--- config.mk ---
export PLATFORM = sky130hd
export DESIGN_NAME = bba_byte_unit
export DESIGN_NICKNAME = d
export VERILOG_FILES = /design/src/hw/rtl/bba_pkg.sv /design/src/hw/rtl/bba_byte_unit.sv
export SDC_FILE = /design/constraint.sdc
export NUM_CORES = 1
export LEC_CHECK = 0
export BUFFER_PORTS_ARGS = -buffer_cell sky130_fd_sc_hd__buf_2
export CAP_MARGIN = 20
export CORE_MARGIN = 10
export CORE_UTILIZATION = 45
export DETAILED_ROUTE_END_ITERATION = 10
export GPL_TIMING_DRIVEN = 0
export PLACE_DENSITY = 0.83
export SYNTH_ARGS = -nofsm -noshare
export SYNTH_HDL_FRONTEND = slang
export SYNTH_SLANG_ARGS = --single-unit
--- constraint.sdc ---
create_clock -name vclk -period 9.3
set_clock_uncertainty 0.05 [all_clocks]
set_input_delay 2.79 -clock vclk [all_inputs]
set_output_delay 2.79 -clock vclk [all_outputs]
set_load 0.01 [all_outputs]
--- src/hw/rtl/bba_pkg.sv ---
// ----------------------------------------------------------------------------
// bba_pkg: shared definitions for the block bitmap allocator
// Map geometry, command codes and the structs passed between modules.
// ----------------------------------------------------------------------------
package bba_pkg;

  localparam int BLOCK_COUNT = 8192;
  localparam int MAP_BYTES   = (BLOCK_COUNT + 7) / 8;
  localparam int BYTE_AW     = (MAP_BYTES > 1) ? $clog2(MAP_BYTES) : 1;
  localparam int LIM_W       = BYTE_AW + 4;

  localparam int IDX_W       = 13;
  localparam int RSV_W       = 14;
  localparam logic [RSV_W-1:0] RSV_RESET = RSV_W'(4);

  localparam logic [7:0] FULL_BYTE = 8'hFF;
  localparam int         TAIL_BITS = BLOCK_COUNT % 8;
  // bits of the last byte that lie beyond the map
  localparam logic [7:0] TAIL_MASK = (TAIL_BITS == 0) ? 8'h00 : 8'(8'hFF << TAIL_BITS);
  localparam logic [BYTE_AW-1:0] LAST_BYTE = BYTE_AW'(MAP_BYTES - 1);

  typedef enum logic [1:0] {
    CMD_ALLOC   = 2'd0,
    CMD_RELEASE = 2'd1,
    CMD_MARK    = 2'd2,
    CMD_FORMAT  = 2'd3
  } cmd_t;

  typedef struct packed {
    logic       full;
    logic [2:0] pos;
    logic [7:0] set_byte;
    logic [7:0] fmt_byte;
  } unit_res_t;

  typedef struct packed {
    logic             status;
    logic [IDX_W-1:0] granted;
    logic             was;
  } res_t;

endpackage

--- src/hw/rtl/bba_byte_unit.sv ---
// ----------------------------------------------------------------------------
// bba_byte_unit: bitmap byte unit
// Finds the lowest free bit of one map byte and builds the byte a format
// writes at a given address.
// ----------------------------------------------------------------------------
module bba_byte_unit (
  input  logic [bba_pkg::BYTE_AW-1:0] byte_addr,
  input  logic [7:0]                  byte_in,
  input  logic [bba_pkg::LIM_W-1:0]   lim,
  output bba_pkg::unit_res_t          res
);

  logic [7:0]                eff;
  logic [7:0]                lowz;
  logic [2:0]                pos;
  logic [bba_pkg::LIM_W-1:0] base;
  logic [bba_pkg::LIM_W-1:0] diff;

  always_comb begin
    // bits past the end of the map count as used
    eff = byte_in;
    if (byte_addr == bba_pkg::LAST_BYTE) begin
      eff = byte_in | bba_pkg::TAIL_MASK;
    end
    lowz = ~eff & (eff + 8'd1);
    pos  = 3'd0;
    for (int b = 7; b >= 0; b--) begin
      if (lowz[b]) begin
        pos = 3'(b);
      end
    end
    res.full     = (eff == bba_pkg::FULL_BYTE);
    res.pos      = pos;
    res.set_byte = byte_in | lowz;

    base = {1'b0, byte_addr, 3'b000};
    diff = lim - base;
    if (lim >= base + bba_pkg::LIM_W'(8)) begin
      res.fmt_byte = bba_pkg::FULL_BYTE;
    end else if (lim > base) begin
      res.fmt_byte = ~(bba_pkg::FULL_BYTE << diff[2:0]);
    end else begin
      res.fmt_byte = 8'h00;
    end
  end

endmodule

# Word-level counts from Yosys, hierarchy flattened
# Cells that the tools add are included.
# totals
n_memories	0
output_inout_bits	20
ff_bits	0
input_bits	32
mem_bits_ro	0
elab_cells	21
latchBits	0
mem_bits_rw	0
# op_classes
order_cmp	2
eq_ne	1
div	0
n_addsub	3
n_shift	1
n_mux	10
n_reduce_logical	0
bitwise	4
multipliers	0
# ops
cell	count
3-bit 2-to-1 mux	8
8-bit 2-to-1 mux	2
8-bit NOT	2
13-bit by 4-bit adder with 14-bit output (second input constant)	1
14-bit >= comparator	1
14-bit by 13-bit > comparator with 1-bit output	1
8-bit by 1-bit adder with 8-bit output (second input constant)	1
8-bit bitwise AND	1
8-bit equality test (second input constant)	1
8-bit OR	1
8-bit by 3-bit left shift with 8-bit output (first input constant)	1
3-bit by 1-bit subtractor with 3-bit output (second input constant)	1

# Logic depth before layout (Yosys ltp)
# Gate-level depths: netlist of the first run.
# logic_depth
ltp_word	10
mapped_depth	11
depth_no_buf	10

# Worst setup path after synthesis of the first run
# No wires, ideal clock.
# synth_timing
kind	input port to output port
start	input port byte_addr[0] in the netlist's numbering
end	output port res[0] in the netlist's numbering
arrival_ns	4.417
required_ns	6.460
path_stages	11
path_buffers	1
slack_ns	2.043
path_cell_list	ha_1 nand2_1 nor2_1 nand3_1 xnor2_1 ha_1 and4_1 nand3_1 and4_1 buf_6 o21ai_1
# synth_rtl
element	line	text
from (decl)	bba_byte_unit.sv:7	input logic [bba_pkg::BYTE_AW-1:0] byte_addr,
to (decl)	bba_byte_unit.sv:10	output bba_pkg::unit_res_t res

==> impl_metrics.tcl, run 1 <==
set metrics [dict create \
    run_status "finished, final reports clean" \
    fin_tns_setup_ns 0 \
    crit_chain "buf_2 -> ha_1 -> nand2_1 -> nor2_1 -> nand3_1 -> xnor2_1 -> ha_1 -> and4_1 -> nand3_1 -> and4_1 -> buf_6 -> o21ai_1 -> buf_2" \
    average_wire_per_standard_cell_um 13.1 \
    peakVddDrop_uv 21.2 \
    proportion_of_layout_cells_with_a_drive_suffix_above_1_pct 33.5 \
    ioPinCount 52 \
    final_area_sq_um 1140 \
    hold_class "in2out" \
    floorplan.die.width_um 63.6 \
    synthesized_area_divided_by_synthesized_cell_count_sq_um 6.84 \
    clockBufferCount 0 \
    path_class "in2out" \
    via_count_of_the_first_global_routing_pass 1054 \
    grt_use_met1_pct 11.7 \
    tcrit_tclk_final_pct 82.5 \
    placed_cells_incl_taps 201 \
    maxSlewHeadroom_pct 60.4 \
    maxClockFrequency_mhz 130 \
    fp.dieArea_sq_um 4040 \
    gr-usage-met3_pct 1.77 \
    start_util_pct 48.4 \
    area_growth_from_synthesis_to_final_layout_pct 33.5 \
    antenna_found_initial 0 \
    rsz0062_at_grt "false" \
    drt_drc_violations_left 0 \
    ff_latch_area_sq_um 0 \
    cp.required_ns 6.46 \
    sequential_group_share_of_total_power_pct 0 \
    finalNonFillerCells 201 \
    worstPathMaxFanout 8 \
    track_usage_pct 12.0 \
    grt_max_degree 9 \
    cts_setup_buffers 0 \
    setup_viol 0 \
    quantity_of_i_o_buffers_inserted_on_ports 51 \
    critPathMaxStageDelay_ns 0.29 \
    dr.first_iter.drc_count 21 \
    worst_hold_path.num_cells 3 \
    critPathArrivalTime_ns 4.83 \
    antenna_left 0 \
    power.share.switching_pct 54.1 \
    via_density_per_instance 5.22 \
    rows 15 \
    power.switching_mw 0.0285 \
    synth_top_cells_by_area "sky130_fd_sc_hd__ha_1 32%, sky130_fd_sc_hd__xnor2_1 8.2%, sky130_fd_sc_hd__inv_1 7.5%" \
    number_of_warnings_issued_by_yosys 0 \
    drtPass1Iterations 4 \
    post-synth-top-area-cell "sky130_fd_sc_hd__ha_1" \
    synthesis.instances 125 \
    synth_seq_area_share_pct 0 \
    n_sequential_cell 0 \
    final.min_clock_period_ns 7.67 \
    final-hold-violation-count 0 \
    min-delay-start "byte_in[7]" \
    slew_violations 0 \
    cts-hold-fix-buffers 0 \
    drv.max_cap_violation_count 0 \
    placement.cell_area_sq_um 1140 \
    tightest_slew_ns 0.579 \
    synth_nets 179 \
    cellLeakagePower_nw 0.624 \
    critPathCaptureType "output port" \
    power_density_nw_per_um2 46.1 \
    wire_length_of_the_first_global_routing_pass_um 4350 \
    placeableCoreArea_sq_um 1760 \
    setup.worst_path.start_class "input port" \
    post_cts_resized 0 \
    gr-max-usage-layer "met2" \
    cellInternalPower_mw 0.0241 \
    slowest_stage "sky130_fd_sc_hd__ha_1" \
    vias 1050 \
    whs_endpoint "res[15]" \
    grt_util_met2_pct 26.4 \
    finalWeightedCongestion 0.776 \
    antennaDiodeCount 0 \
    synth.cell_area_sq_um 855 \
    routed_wl_um 2630 \
    nets 232 \
    pwr-share-comb_pct 100.0 \
    chipHeight_um 63.6 \
    fillCellCount 172 \
    clkPwrFrac_pct 0 \
    synth.lib_cells_used.distinct 31 \
    detailed_place_hpwl_um 2400 \
    multi_input_comb_area_sq_um 772 \
    total_power_mw 0.0526 \
    grt_remaining_overflow 0 \
    hold_slack_ns 5.85 \
    synth_top_area_share_pct 32.2 \
]
[worst max-delay path: cells and delay by family]
| family | cells | cell delay [ns] |
|---|---|---|
| compound gates | 1 | 0.08 |
| xor+xnor | 1 | 0.15 |
| fa+ha+maj | 2 | 0.50 |
| buf+inv | 3 | 0.40 |
| simple gates | 6 | 0.91 |
[through the flow]
step | setup WS, ns | utilization (%)
after floorplan | 2.04 | -
after global placement | 1.68 | 64.7
after detailed placement | 1.65 | 64.7
after CTS | 1.63 | 64.7
after global routing | 1.44 | 64.7
final | 1.63 | 64.7
[power by group through the flow]
stage / clock network, mW / registers [mW] / logic, mW
after detailed placement: 0 / 0 / 0.0528
after CTS: 0 / 0 / 0.0531
after floorplan: 0 / 0 / 0.0305
after global placement: 0 / 0 / 0.0507
after global routing: 0 / 0 / 0.0600
final: 0 / 0 / 0.0526
[routing by layer]
| layer | vias to the layer above | routed length (um) |
|---|---|---|
| met5 | - | 0 |
| met4 | 0 | 0 |
| met3 | 0 | 111 |
| li1 | 551 | - |
| met2 | 25 | 1470 |
| met1 | 474 | 1060 |
[area by class of cell]
cell class                 instances  area share [%]
tap                               25            2.74
inverter                          17            5.59
buffer                             2            1.64
multi-input combinational        106            67.7
timing repair buffer              51            22.4
[cells in the final DEF (no fill, tap or decap)]
master                      Yosys  final
sky130_fd_sc_hd__o21ai_2        2      2
sky130_fd_sc_hd__nand2b_1       2      2
sky130_fd_sc_hd__nor2_1         7      7
sky130_fd_sc_hd__buf_4          1      1
sky130_fd_sc_hd__nand4_1        4      4
sky130_fd_sc_hd__a31oi_1        1      1
sky130_fd_sc_hd__nor2b_1        3      3
sky130_fd_sc_hd__nand2_1       14     14
sky130_fd_sc_hd__a41o_1         1      1
sky130_fd_sc_hd__o21ai_0        3      3
sky130_fd_sc_hd__and4_1         2      2
sky130_fd_sc_hd__buf_6          1      1
sky130_fd_sc_hd__a311o_1        1      1
sky130_fd_sc_hd__a21oi_1        7      7
sky130_fd_sc_hd__xnor2_1        8      8
sky130_fd_sc_hd__a2111oi_0      1      1
sky130_fd_sc_hd__inv_1         17     17
sky130_fd_sc_hd__a211oi_1       1      1
sky130_fd_sc_hd__conb_1         1      1
sky130_fd_sc_hd__o21a_1         1      1
sky130_fd_sc_hd__a31o_2         2      2
sky130_fd_sc_hd__o21ai_1        5      5
sky130_fd_sc_hd__ha_1          22     22
sky130_fd_sc_hd__a21o_1         2      2
sky130_fd_sc_hd__a21boi_0       1      1
sky130_fd_sc_hd__nand3b_1       1      1
sky130_fd_sc_hd__buf_2          0     51
sky130_fd_sc_hd__o2111ai_1      1      1
sky130_fd_sc_hd__nor3_2         1      1
sky130_fd_sc_hd__nor3_1         2      2
sky130_fd_sc_hd__or2_2          1      1
sky130_fd_sc_hd__nand3_1        9      9
[cell usage after synthesis (3+ instances only)]
master / instances
sky130_fd_sc_hd__ha_1: 22
sky130_fd_sc_hd__inv_1: 17
sky130_fd_sc_hd__nand2_1: 14
sky130_fd_sc_hd__nand3_1: 9
sky130_fd_sc_hd__xnor2_1: 8
sky130_fd_sc_hd__a21oi_1: 7
sky130_fd_sc_hd__nor2_1: 7
sky130_fd_sc_hd__o21ai_1: 5
sky130_fd_sc_hd__nand4_1: 4
sky130_fd_sc_hd__nor2b_1: 3
sky130_fd_sc_hd__o21ai_0: 3
[worst max path at each step]
stage                     slack, ns  depth (start not counted)  endpoint          from
after floorplan                2.04                         11    res[0]  byte_addr[0]
after global placement         1.68                         13    res[4]  byte_addr[0]
after detailed placement       1.65                         13    res[4]  byte_addr[0]
after CTS                      1.63                         13    res[4]  byte_addr[0]
after global routing           1.44                         13    res[5]  byte_addr[0]
final                          1.63                         13    res[4]  byte_addr[0]
[cells by family after synthesis]
group / after synthesis / share of synthesized area, %
xor gates and xnor gates: 8 / 8.20
other: 1 / 0.439
and+or+nand+nor: 46 / 27.1
AOI/OAI and AO/OA: 29 / 22.4
buffers and inverters: 19 / 9.66
adders and majority gates: 22 / 32.2
(Power assumes the default switching activity.)
==> inputs of run 2 (changes only) <==
--- a/config.mk
+++ b/config.mk
@@ -8,10 +8,10 @@
 export BUFFER_PORTS_ARGS = -buffer_cell sky130_fd_sc_hd__buf_2
 export CAP_MARGIN = 20
 export CORE_MARGIN = 10
-export CORE_UTILIZATION = 45
+export CORE_UTILIZATION = 42
 export DETAILED_ROUTE_END_ITERATION = 10
 export GPL_TIMING_DRIVEN = 0
-export PLACE_DENSITY = 0.83
+export PLACE_DENSITY = 0.81
 export SYNTH_ARGS = -nofsm -noshare
 export SYNTH_HDL_FRONTEND = slang
 export SYNTH_SLANG_ARGS = --single-unit
==> constraint.sdc (replaced) <==
create_clock -name vclk -period 6.4
set_clock_uncertainty 0.05 [all_clocks]
set_input_delay 1.92 -clock vclk [all_inputs]
set_output_delay 1.92 -clock vclk [all_outputs]
set_load 0.01 [all_outputs]
==> run 2 against run 1 <==
Net effect: first-iteration DRC count grew 52%; sequential share of layout area is the same; critical path type unchanged; critical endpoint is now res[2]; combinational power grew 46%; hold slack lost 1.7 ns; core utilization shrank 5.8 points.
==> impl_metrics.tcl, run 2 (same netlist as run 1, synthesis figures left out) <==
set metrics [dict create \
    run_status "finished, final reports clean" \
    fillCellCount 200 \
    antenna_found_initial 0 \
    maxClockFrequency_mhz 168 \
    grt_remaining_overflow 0 \
    n_sequential_cell 0 \
    peakVddDrop_uv 31.1 \
    average_wire_per_standard_cell_um 13.4 \
    wire_length_of_the_first_global_routing_pass_um 4430 \
    crit_chain "buf_2 -> ha_1 -> nand2_1 -> nor2_1 -> nand3_1 -> xnor2_1 -> ha_1 -> and4_1 -> nand3_1 -> and4_1 -> buf_6 -> o21ai_1 -> buf_2" \
    sequential_group_share_of_total_power_pct 0 \
    area_growth_from_synthesis_to_final_layout_pct 33.8 \
    tcrit_tclk_final_pct 93.0 \
    critPathCaptureType "output port" \
    dr.first_iter.drc_count 32 \
    count_of_buffer_and_inverter_cells_on_the_critical_path 3 \
    antennaDiodeCount 0 \
    total_power_mw 0.0769 \
    finalWeightedCongestion 0.738 \
    via_density_per_instance 5.26 \
    slowest_stage "sky130_fd_sc_hd__ha_1" \
    chipHeight_um 65.1 \
    via_count_of_the_first_global_routing_pass 1107 \
    start_util_pct 44.0 \
    grt_use_met1_pct 12.1 \
    setup_viol 0 \
    proportion_of_layout_cells_with_a_drive_suffix_above_1_pct 33.5 \
    cp.required_ns 4.43 \
    rsz0062_at_grt "false" \
    routed_wl_um 2720 \
    grt_util_met2_pct 24.4 \
    nets 232 \
    critPathArrivalTime_ns 3.98 \
    power.switching_mw 0.0419 \
    fin_tns_setup_ns 0 \
    timing.critical_path.from "byte_addr[0]" \
    maxSlewHeadroom_pct 64.0 \
    worstPathMaxFanout 8 \
    ff_latch_area_sq_um 0 \
    antenna_left 0 \
    cellLeakagePower_nw 0.624 \
    pwr-share-comb_pct 100.0 \
    setup.worst_path.start_class "input port" \
    cts_setup_buffers 0 \
    floorplan.die.width_um 65.1 \
    tightest_slew_ns 0.526 \
    cts-hold-fix-buffers 0 \
    track_usage_pct 11.8 \
    hold_class "in2out" \
    clockBufferCount 0 \
    critPathTopFamily "simple AND/OR/NAND/NOR gates" \
    fp.dieArea_sq_um 4240 \
    crit_path_end "res[2]" \
    gr-usage-met3_pct 1.19 \
    drv.max_cap_violation_count 0 \
    final.min_clock_period_ns 5.95 \
    power.share.switching_pct 54.4 \
    path_class "in2out" \
    power_density_nw_per_um2 67.3 \
    cellInternalPower_mw 0.0351 \
    rows 16 \
    quantity_of_i_o_buffers_inserted_on_ports 51 \
    detailed_place_hpwl_um 2480 \
    critPathMaxStageDelay_ns 0.30 \
    ioPinCount 52 \
    placeableCoreArea_sq_um 1940 \
    worstSetupPathDepth 13 \
    gr-max-usage-layer "met2" \
    clkPwrFrac_pct 0 \
    drtPass1Iterations 4 \
    final_common_cell "sky130_fd_sc_hd__buf_2" \
    final-hold-violation-count 0 \
    grt_max_degree 9 \
    min-delay-start "byte_in[7]" \
    layout.cells.most_common_list "51 x sky130_fd_sc_hd__buf_2, 22 x sky130_fd_sc_hd__ha_1, 17 x sky130_fd_sc_hd__inv_1" \
    drt_drc_violations_left 0 \
    vias 1068 \
    slew_violations 0 \
    post_cts_resized 0 \
]
## run 2: worst min-delay path: stages
cell	delay [ns]
sky130_fd_sc_hd__buf_2	0.11
sky130_fd_sc_hd__a41o_1	0.09
sky130_fd_sc_hd__buf_2	0.12
## run 2: power groups by stage
stage	sequential, mW	clock (mW)	combinational, mW
6_report	0	0	0.0769
5_1_grt	0	0	0.0874
4_1_cts	0	0	0.0775
3_5_place_dp	0	0	0.0770
3_3_place_gp	0	0	0.0732
2_1_floorplan	0	0	0.0444
## run 2: cell type report
class | instances | area (sq um) | share of cell area [%]
Buffer | 2 | 18.8 | 1.64
Timing Repair Buffer | 51 | 255 | 22.3
Tap cell | 27 | 33.8 | 2.95
Multi-Input combinational cell | 106 | 772 | 67.5
Inverter | 17 | 63.8 | 5.58
## run 2: through the flow
| stage | worst slack (ns) | cells | util (%) | cell area (sq um) | hold WS (ns) |
|---|---|---|---|---|---|
| 2_1_floorplan | 0.883 | 125 | - | 855 | 3.89 |
| 3_3_place_gp | 0.532 | 203 | 58.9 | 1140 | 4.10 |
| 3_5_place_dp | 0.474 | 203 | 58.9 | 1140 | 4.11 |
| 4_1_cts | 0.459 | 203 | 58.9 | 1140 | 4.11 |
| 5_1_grt | 0.303 | 203 | 58.9 | 1140 | 4.13 |
| 6_report | 0.451 | 203 | 58.9 | 1140 | 4.11 |
## run 2: routing by layer
layer | wire length, um | share of wire, %
met5 | 0 | 0
met4 | 71 | 2.6
met3 | 120 | 4.4
met2 | 1450 | 53
met1 | 1080 | 40
## run 2: how the worst min path moves through the flow
stage	to	slack, ns	cells past startpoint
final	res[15]	4.11	3
after global routing	res[11]	4.13	3
after CTS	res[17]	4.11	3
after detailed placement	res[17]	4.11	3
after global placement	res[17]	4.10	3
after floorplan	res[17]	3.89	1
==> inputs of run 3 (changes only) <==
==> config.mk (replaced) <==
export PLATFORM = sky130hd
export DESIGN_NAME = bba_byte_unit
export DESIGN_NICKNAME = d
export VERILOG_FILES = /design/src/hw/rtl/bba_pkg.sv /design/src/hw/rtl/bba_byte_unit.sv
export SDC_FILE = /design/constraint.sdc
export NUM_CORES = 1
export LEC_CHECK = 0
export CAP_MARGIN = 20
export CORE_MARGIN = 10
export CORE_UTILIZATION = 45
export DETAILED_ROUTE_END_ITERATION = 10
export DONT_BUFFER_PORTS = 1
export GPL_TIMING_DRIVEN = 0
export SYNTH_ARGS = -nofsm -noshare
export SYNTH_HDL_FRONTEND = slang
export SYNTH_SLANG_ARGS = --single-unit
==> run 3 against run 2 <==
Net effect: final cell count shrank 26%; setup slack better by 0.18 ns; maximum frequency is 3.2% higher; power shrank 32%; hold slack got worse by 0.21 ns; die area decreased by 4.6%; sequential share of layout area stayed put; routed wire length down 19%; core utilization shrank 8.7 points; global-route usage shrank 1.4 points; flip-flop and latch count is the same; critical path type unchanged; largest power group unchanged.
==> impl_metrics.tcl, run 3 (same netlist as run 1, synthesis figures left out) <==
set metrics [dict create \
    critPathArrivalTime_ns 3.80 \
    rsz0062_at_grt "false" \
    crit_chain "ha_1 -> nand2_1 -> nor2_1 -> nand3_1 -> xnor2_1 -> ha_1 -> and4_1 -> nand3_1 -> and4_1 -> buf_6 -> o21ai_1" \
    layout.cells.most_common_list "22 x sky130_fd_sc_hd__ha_1, 17 x sky130_fd_sc_hd__inv_1, 14 x sky130_fd_sc_hd__nand2_1" \
    routed_wl_um 2200 \
    start_util_pct 48.4 \
    via_count_of_the_first_global_routing_pass 859 \
    dr.first_iter.drc_count 29 \
    nets 181 \
    drv.max_cap_violation_count 0 \
    timing.critical_path.from "byte_addr[0]" \
    vias 827 \
    whs_endpoint "res[14]" \
    run_status "finished, final reports clean" \
    fillCellCount 191 \
    proportion_of_layout_cells_with_a_drive_suffix_above_1_pct 6.40 \
    quantity_of_i_o_buffers_inserted_on_ports 0 \
    ioPinCount 52 \
    via_density_per_instance 5.51 \
    worst_hold_path.num_cells 1 \
    final_common_cell "sky130_fd_sc_hd__ha_1" \
    average_wire_per_standard_cell_um 14.7 \
    detailed_place_hpwl_um 2010 \
    antenna_found_initial 0 \
    tightest_slew_ns 0.507 \
    critPathTopFamily "simple AND/OR/NAND/NOR gates" \
    slew_violations 0 \
    path_class "in2out" \
    post_cts_resized 0 \
    finalWeightedCongestion 0.881 \
    wire_length_of_the_first_global_routing_pass_um 3780 \
    n_sequential_cell 0 \
    drtPass1Iterations 4 \
    antenna_left 0 \
    track_usage_pct 10.5 \
    fp.dieArea_sq_um 4040 \
    total_power_mw 0.0525 \
    cellLeakagePower_nw 0.427 \
    setup.worst_path.start_class "input port" \
    antennaDiodeCount 0 \
    rows 15 \
    cts_setup_buffers 0 \
    hold_class "in2out" \
    clockBufferCount 0 \
    worstPathMaxFanout 8 \
    final-hold-violation-count 0 \
    final_core_utilization_pct 50.2 \
    drt_drc_violations_left 0 \
    grt_remaining_overflow 0 \
    maxSlewHeadroom_pct 65.4 \
    finalNonFillerCells 150 \
    final.min_clock_period_ns 5.77 \
    peakVddDrop_uv 29.5 \
    critPathMaxStageDelay_ns 0.30 \
    hold_slack_ns 3.90 \
    area_growth_from_synthesis_to_final_layout_pct 3.66 \
    setup_viol 0 \
    maxClockFrequency_mhz 173 \
    min-delay-start "byte_in[6]" \
    cts-hold-fix-buffers 0 \
    power_density_nw_per_um2 59.2 \
    placed_cells_incl_taps 150 \
    count_of_buffer_and_inverter_cells_on_the_critical_path 1 \
    ff_latch_area_sq_um 0 \
    fin_tns_setup_ns 0 \
    placeableCoreArea_sq_um 1760 \
    grt_max_degree 9 \
    critPathCaptureType "output port" \
    slowest_stage "sky130_fd_sc_hd__ha_1" \
    chipHeight_um 63.6 \
    floorplan.die.width_um 63.6 \
    tcrit_tclk_final_pct 90.1 \
    cp.required_ns 4.43 \
]
## run 3: cell types whose count changed in the layout (fill, tap and decap cells not counted), sizes merged
| cell | before | now |
|---|---|---|
| buf | 53 | 2 |
## run 3: layout make-up
class                           instances  area, sq um  area share [%]
Inverter                               17         63.8            7.20
Buffer                                  2         18.8            2.12
Tap cell                               25         31.3            3.53
Multi-Input combinational cell        106          772            87.1
## run 3: metrics by stage
stage                     cell area [sq um]  setup WS (ns)
after global routing                    886          0.461
after CTS                               886          0.634
after global placement                  886          0.670
after floorplan                         855          0.883
after detailed placement                886          0.646
final                                   886          0.634
## run 3: power breakdown
| part | total [mW] | internal, mW | switching, mW |
|---|---|---|---|
| Combinational | 0.0525 | 0.0231 | 0.0294 |
| Clock | 0 | 0 | 0 |
| Sequential | 0 | 0 | 0 |
| Total | 0.0525 | 0.0231 | 0.0294 |
## run 3: worst max-delay path by stage
stage,depth (start not counted),to
after floorplan,11,res[0]
after global placement,11,res[4]
after detailed placement,11,res[2]
after CTS,11,res[2]
after global routing,11,res[6]
final,11,res[4]
## run 3: routing by layer
metal | global-route usage, % | routed length, um | up-vias | part of all wire [%]
met5 | 0 | 0 | - | 0
met4 | 0 | 0 | 0 | 0
met3 | 3.36 | 248 | 0 | 11
met2 | 18.6 | 1030 | 37 | 47
met1 | 12.6 | 926 | 343 | 42
li1 | - | - | 447 | -
